## src/hw/rtl/vdla_pkg.sv

```systemverilog
// ============================================================================
// vdla_pkg
// Shared types and constants for the voxel dose / LET accumulator.
// ============================================================================
`default_nettype none

package vdla_pkg;

    localparam int VOXEL_COUNT_DEF = 4096;
    localparam int CLASS_COUNT_DEF = 10;

    localparam logic CMD_DEPOSIT = 1'b0;
    localparam logic CMD_READ    = 1'b1;

    localparam logic [47:0] MAX48 = 48'hFFFF_FFFF_FFFF;
    localparam logic [31:0] MAX32 = 32'hFFFF_FFFF;

    typedef struct packed {
        logic        cmd;
        logic [11:0] voxel_index;
        logic [4:0]  particle_class;
        logic [31:0] energy_deposit;
        logic [31:0] let_weight;
    } in_item_t;

    typedef struct packed {
        logic [47:0] energy_total;
        logic [47:0] let_total;
        logic [31:0] let_dose_averaged;
        logic [31:0] event_total;
        logic [31:0] dose_value;
    } out_item_t;

    // Read-out sums handed to the finishing math
    typedef struct packed {
        logic        zero;
        logic [47:0] energy;
        logic [47:0] let_sum;
        logic [31:0] events;
    } rd_item_t;

endpackage

`default_nettype wire

```

## src/hw/rtl/vdla_front.sv

```systemverilog
// ============================================================================
// vdla_front
// Accepts items, classifies them and forms a command queue entry.
// ============================================================================
`default_nettype none

module vdla_front #(
    parameter int VOXEL_COUNT = vdla_pkg::VOXEL_COUNT_DEF,
    parameter int CLASS_COUNT = vdla_pkg::CLASS_COUNT_DEF,
    parameter int AW          = 16
) (
    input  wire                  clk,
    input  wire                  rst_n,
    input  wire                  push,
    output logic                 full,
    input  wire vdla_pkg::in_item_t in_item,
    // command queue toward back end
    output logic                 q_valid,
    input  wire                  q_pop,
    output logic                 q_rd,
    output logic                 q_zero,
    output logic                 q_two,
    output logic [AW-1:0]        q_addr_a,
    output logic [AW-1:0]        q_addr_b,
    output logic [31:0]          q_e,
    output logic [31:0]          q_l
);

    localparam int QD = 2;

    typedef struct packed {
        logic          rd;
        logic          zero;
        logic          two;
        logic [AW-1:0] a;
        logic [AW-1:0] b;
        logic [31:0]   e;
        logic [31:0]   l;
    } cmd_t;

    cmd_t     q_reg [QD];
    logic [1:0] cnt_reg, cnt_next;
    logic       wp_reg, rp_reg;
    cmd_t       c;
    logic       vox_ok, slot_ok, acc, do_push;
    logic signed [5:0] slot;
    logic [AW-1:0] base;

    // Classify the incoming item
    always_comb
    begin
        vox_ok  = {20'd0, in_item.voxel_index} < 32'(VOXEL_COUNT);
        slot    = $signed({in_item.particle_class[4], in_item.particle_class}) + 6'sd1;
        slot_ok = (slot >= 0) && (slot < 6'(CLASS_COUNT));
        base    = AW'(in_item.voxel_index) * AW'(CLASS_COUNT);
        c.rd    = (in_item.cmd == vdla_pkg::CMD_READ);
        c.zero  = !(vox_ok && slot_ok);
        c.two   = slot_ok && (slot != 6'sd1);
        c.a     = base + AW'(1);
        c.b     = base + AW'(slot[4:0]);
        c.e     = in_item.energy_deposit;
        c.l     = in_item.let_weight;
        acc     = c.rd || (vox_ok && in_item.energy_deposit != 32'd0
                           && in_item.let_weight != 32'd0);
        if (c.rd)
            c.a = c.b;
    end

    assign full    = (cnt_reg == 2'(QD));
    assign do_push = push && !full && acc;
    assign q_valid = (cnt_reg != 2'd0);

    always_comb
    begin
        cnt_next = cnt_reg;
        if (do_push && !(q_pop && q_valid))
            cnt_next = cnt_reg + 2'd1;
        else if (!do_push && q_pop && q_valid)
            cnt_next = cnt_reg - 2'd1;
    end

    // Advance the queue pointers
    always_ff @(posedge clk or negedge rst_n)
    begin
        if (!rst_n)
        begin
            cnt_reg <= 2'd0;
            wp_reg  <= 1'b0;
            rp_reg  <= 1'b0;
        end
        else
        begin
            cnt_reg <= cnt_next;
            if (do_push)
                wp_reg <= !wp_reg;
            if (q_pop && q_valid)
                rp_reg <= !rp_reg;
        end
    end

    always_ff @(posedge clk)
    begin
        if (do_push)
            q_reg[wp_reg] <= c;
    end

    assign q_rd     = q_reg[rp_reg].rd;
    assign q_zero   = q_reg[rp_reg].zero;
    assign q_two    = q_reg[rp_reg].two;
    assign q_addr_a = q_reg[rp_reg].a;
    assign q_addr_b = q_reg[rp_reg].b;
    assign q_e      = q_reg[rp_reg].e;
    assign q_l      = q_reg[rp_reg].l;

endmodule

`default_nettype wire

```

## config.mk

```make
export PLATFORM = sky130hd
export DESIGN_NAME = vdla_front
export DESIGN_NICKNAME = d
export VERILOG_FILES = /design/src/hw/rtl/vdla_pkg.sv /design/src/hw/rtl/vdla_front.sv
export SDC_FILE = /design/constraint.sdc
export NUM_CORES = 1
export LEC_CHECK = 0
export BUFFER_PORTS_ARGS = -buffer_cell sky130_fd_sc_hd__buf_4
export CAP_MARGIN = 20
export CELL_PAD_IN_SITES_DETAIL_PLACEMENT = 0
export CELL_PAD_IN_SITES_GLOBAL_PLACEMENT = 1
export CORE_UTILIZATION = 43
export CTS_BUF_LIST = sky130_fd_sc_hd__clkbuf_8
export CTS_CLUSTER_DIAMETER = 50
export DETAILED_ROUTE_END_ITERATION = 6
export PLACE_DENSITY = 0.87
export SETUP_SLACK_MARGIN = 0.02
export SYNTH_ARGS = -nofsm -noshare
export SYNTH_HDL_FRONTEND = slang
export SYNTH_SLANG_ARGS = --single-unit
```

## constraint.sdc

```tcl
create_clock -name clk -period 5.1 [get_ports clk]
set_input_delay 1.02 -clock clk [delete_from_list [all_inputs] [get_ports clk]]
set_output_delay 1.02 -clock clk [all_outputs]
set_load 0.03 [all_outputs]
```

==> metrics.txt <==
status complete, no violations; CTS max path bufs 3; worst setup path category in -> reg; total setup violations reported at the end of the flow 0; gp weighted congestion between 0.8 and 0.9; classification of the worst-slack hold path in -> async; Post-Route Setup TNS 0 ns; list of cells traversed by the critical path buf_4 > ha_1 > ha_1 > fa_1 > a21o_1 > a311o_2 > a2111oi_2 > nor3_1 > xor2_1 > nand3_1 > o21ai_1; Root Buffer Master sky130_fd_sc_hd__clkbuf_8; largest clock skew in the final design 0.0255 ns; leakage component of the power between 4 and 5 nW; count of H-tree levels built during CTS 2; share of final-layout standard cells stronger than drive strength 1 0.470; post-detailed-placement half-perimeter wirelength 12600 µm; I/O pin count roughly 190; wire per inst ~18 µm; Hold Vio Cnt, Final 0; synthesized area per cell 17.1 µm²; clock tree from TritonCTS built; kind of capture point of the worst setup path flip-flop; required time worst endpoint ~5.4 ns; global-route wire length before repair 28200 µm; final net count between 800 and 900; final critical-path required period ~3.5 ns; EDFF count, synth 198; clock-pin slew on the worst setup and hold paths about 0.06 ns; total number of vias 5223; synthesized net count 631; number of buffers added for setup after CTS 0; total clock buffers created by CTS 34; Clk Latency, worst-skew pair roughly 0.5 ns; peak ir drop on the vdd network 0.195 mV; slowest library cell on the worst path sky130_fd_sc_hd__fa_1; max reg flops ~200; number of port buffers ~190; area of the die roughly 21000 µm²; fin. max-slew vios 0; relative area change from synthesis to final layout 26.5%; chip height between 100 and 150 µm; final critical-path share of the clock period 0.695; number of global-route vias before repair 5500; largest cells by area after synthesis sky130_fd_sc_hd__edfxtp_1 (67%), sky130_fd_sc_hd__mux2_2 (13%), sky130_fd_sc_hd__ha_1 (3.7%); 1st-iter DRT viols approximately 220; post-cts hold buffer count 0; area of the core ~20000 µm²; total placed cells including tap cells 960; Max Cap Violations 0; Vias per Instance 5.11; antenna viol nets, final 0; most common library cell in the layout ignoring fill and taps sky130_fd_sc_hd__edfxtp_1; Antenna Cells 0; final non-filler cell total 1023; initial cell density of the core 0.438; number of detailed-routing iterations run before antenna repair 5; Pwr Total 0.00613 W; total wirelength of the detailed-routed design 18400 µm; maximum number of pins on one net before global-route repair a little under 90; Synth area leader sky130_fd_sc_hd__edfxtp_1; row count 52; Top cell by count, worst path sky130_fd_sc_hd__ha_1; width of the die 145 µm; CP top delay family compound AO/OA/AOI/OAI gates; remaining max-slew budget at the tightest pin 0.314; async set or reset register ratio after synthesis 0.0198; Achievable Freq 282 MHz; global-route usage over all layers 0.171; commonest register cell after synthesis sky130_fd_sc_hd__edfxtp_1; drc violations 0; antenna violations before repair 0; Seq/Total Area, Yosys 0.685; flip-flop and latch count after synthesis 202; post-cts repair resize count 0; total overflow reported by the global router 0; yosys warns 0; worst slew pin tran between 1 and 1.5 ns; peak fanout along the critical path 4; setup repair after global routing missed its margin false; top library cells by usage in the layout, fill and taps aside sky130_fd_sc_hd__edfxtp_1 (198), sky130_fd_sc_hd__buf_4 (187), sky130_fd_sc_hd__mux2_2 (103); Mapped Area just under 9000 µm²; R2R setup slack ~2.6 ns; cell count after synthesis slightly above 500; clock tree sinks about 200; arrival time of data at the critical path endpoint a little under 4 ns; peak per-stage delay on the critical path between 0.4 and 0.5 ns; startpoint types input pin; area share of the largest cell type after synthesis 0.674; unique cell type count in the Yosys netlist a little over 50; power density over the cells 549 nW/µm²; combined buffer and inverter count along the critical path 1
[synth_stat cells, types with 7 or more instances]
cell type,number
sky130_fd_sc_hd__a21oi_1,13
sky130_fd_sc_hd__clkbuf_1,11
sky130_fd_sc_hd__edfxtp_1,198
sky130_fd_sc_hd__ha_1,26
sky130_fd_sc_hd__inv_1,8
sky130_fd_sc_hd__mux2_2,103
sky130_fd_sc_hd__nand2_1,15
sky130_fd_sc_hd__nand3_1,7
sky130_fd_sc_hd__nand4_1,11
sky130_fd_sc_hd__nor2_1,7
sky130_fd_sc_hd__nor4_1,17
sky130_fd_sc_hd__xnor2_1,20
sky130_fd_sc_hd__xor2_1,11
[cell type report]
class | count | area, µm²
fill | 1675 | 9000
sequential | 202 | 6050
multi-input combinational | 291 | 2670
timing repair buffer | 191 | 1490
clock buffer | 35 | 482
tap | 270 | 338
clock inverter | 26 | 103
inverter | 8 | 30.0
[layer usage]
| layer | wire [µm] | part of all wire | up-vias | GRT usage |
|---|---|---|---|---|
| met5 | 0 | 0 | - | 0 |
| met4 | 377 | 0.020 | 0 | 0.0589 |
| met3 | 1180 | 0.064 | 26 | 0.0409 |
| met2 | 9430 | 0.51 | 173 | 0.304 |
| met1 | 7400 | 0.40 | 2566 | 0.203 |
| li1 | - | - | 2458 | - |
[cells by family (layout without fill, tap and decap cells)]
kind of cell / after synthesis / after routing / share of synthesized area
flops: 202 / 202 / 0.685
mux: 105 / 105 / 0.134
simple gates: 80 / 80 / 0.0535
compound gates: 43 / 43 / 0.0346
xor+xnor: 35 / 35 / 0.0381
fa+ha+maj: 28 / 28 / 0.0414
buf+inv: 24 / 260 / 0.0136
[power breakdown]
part / total, W / leakage [nW] / internal, W / switching [W]
Sequential: 0.00239 / 1.90 / 0.00227 / 0.000122
Combinational: 0.00251 / 1.98 / 0.00101 / 0.00151
Clock: 0.00123 / 0.342 / 0.000635 / 0.000591
Total: 0.00613 / 4.22 / 0.00391 / 0.00222
[worst paths after layout]
path                                   from      endpoint  cells after the start
worst max register to register   cnt_reg[1]  q_reg[0][59]                      4
worst max-delay path            in_item[70]  q_reg[0][95]                     11
worst min register to register       wp_reg        wp_reg                      1
min in group clk                     wp_reg        wp_reg                      1
worst min-delay path                  rst_n        rp_reg                      1
max in group asynchronous             rst_n        rp_reg                      1
[per-stage QoR]
step           hold WS [ns]  cell area [µm²]  utilization  worst slack (ns)
3_5_place_dp          0.546            10500        0.522              1.06
6_report              0.310            11200        0.554              1.56
2_1_floorplan         0.468             8820            -             -1.19
5_1_grt               0.276            11200        0.554              1.45
4_1_cts               0.273            11100        0.551              1.32
3_3_place_gp          0.534            10500        0.522              1.15
[worst register-to-register path: stages, from the launching register on]
cell and delay (ns):
sky130_fd_sc_hd__dfrtp_1 0.41, sky130_fd_sc_hd__inv_1 0.11, sky130_fd_sc_hd__o21ai_0 0.28, sky130_fd_sc_hd__nor2_4 0.89, sky130_fd_sc_hd__buf_12 0.41
(Power assumes the default switching activity.)
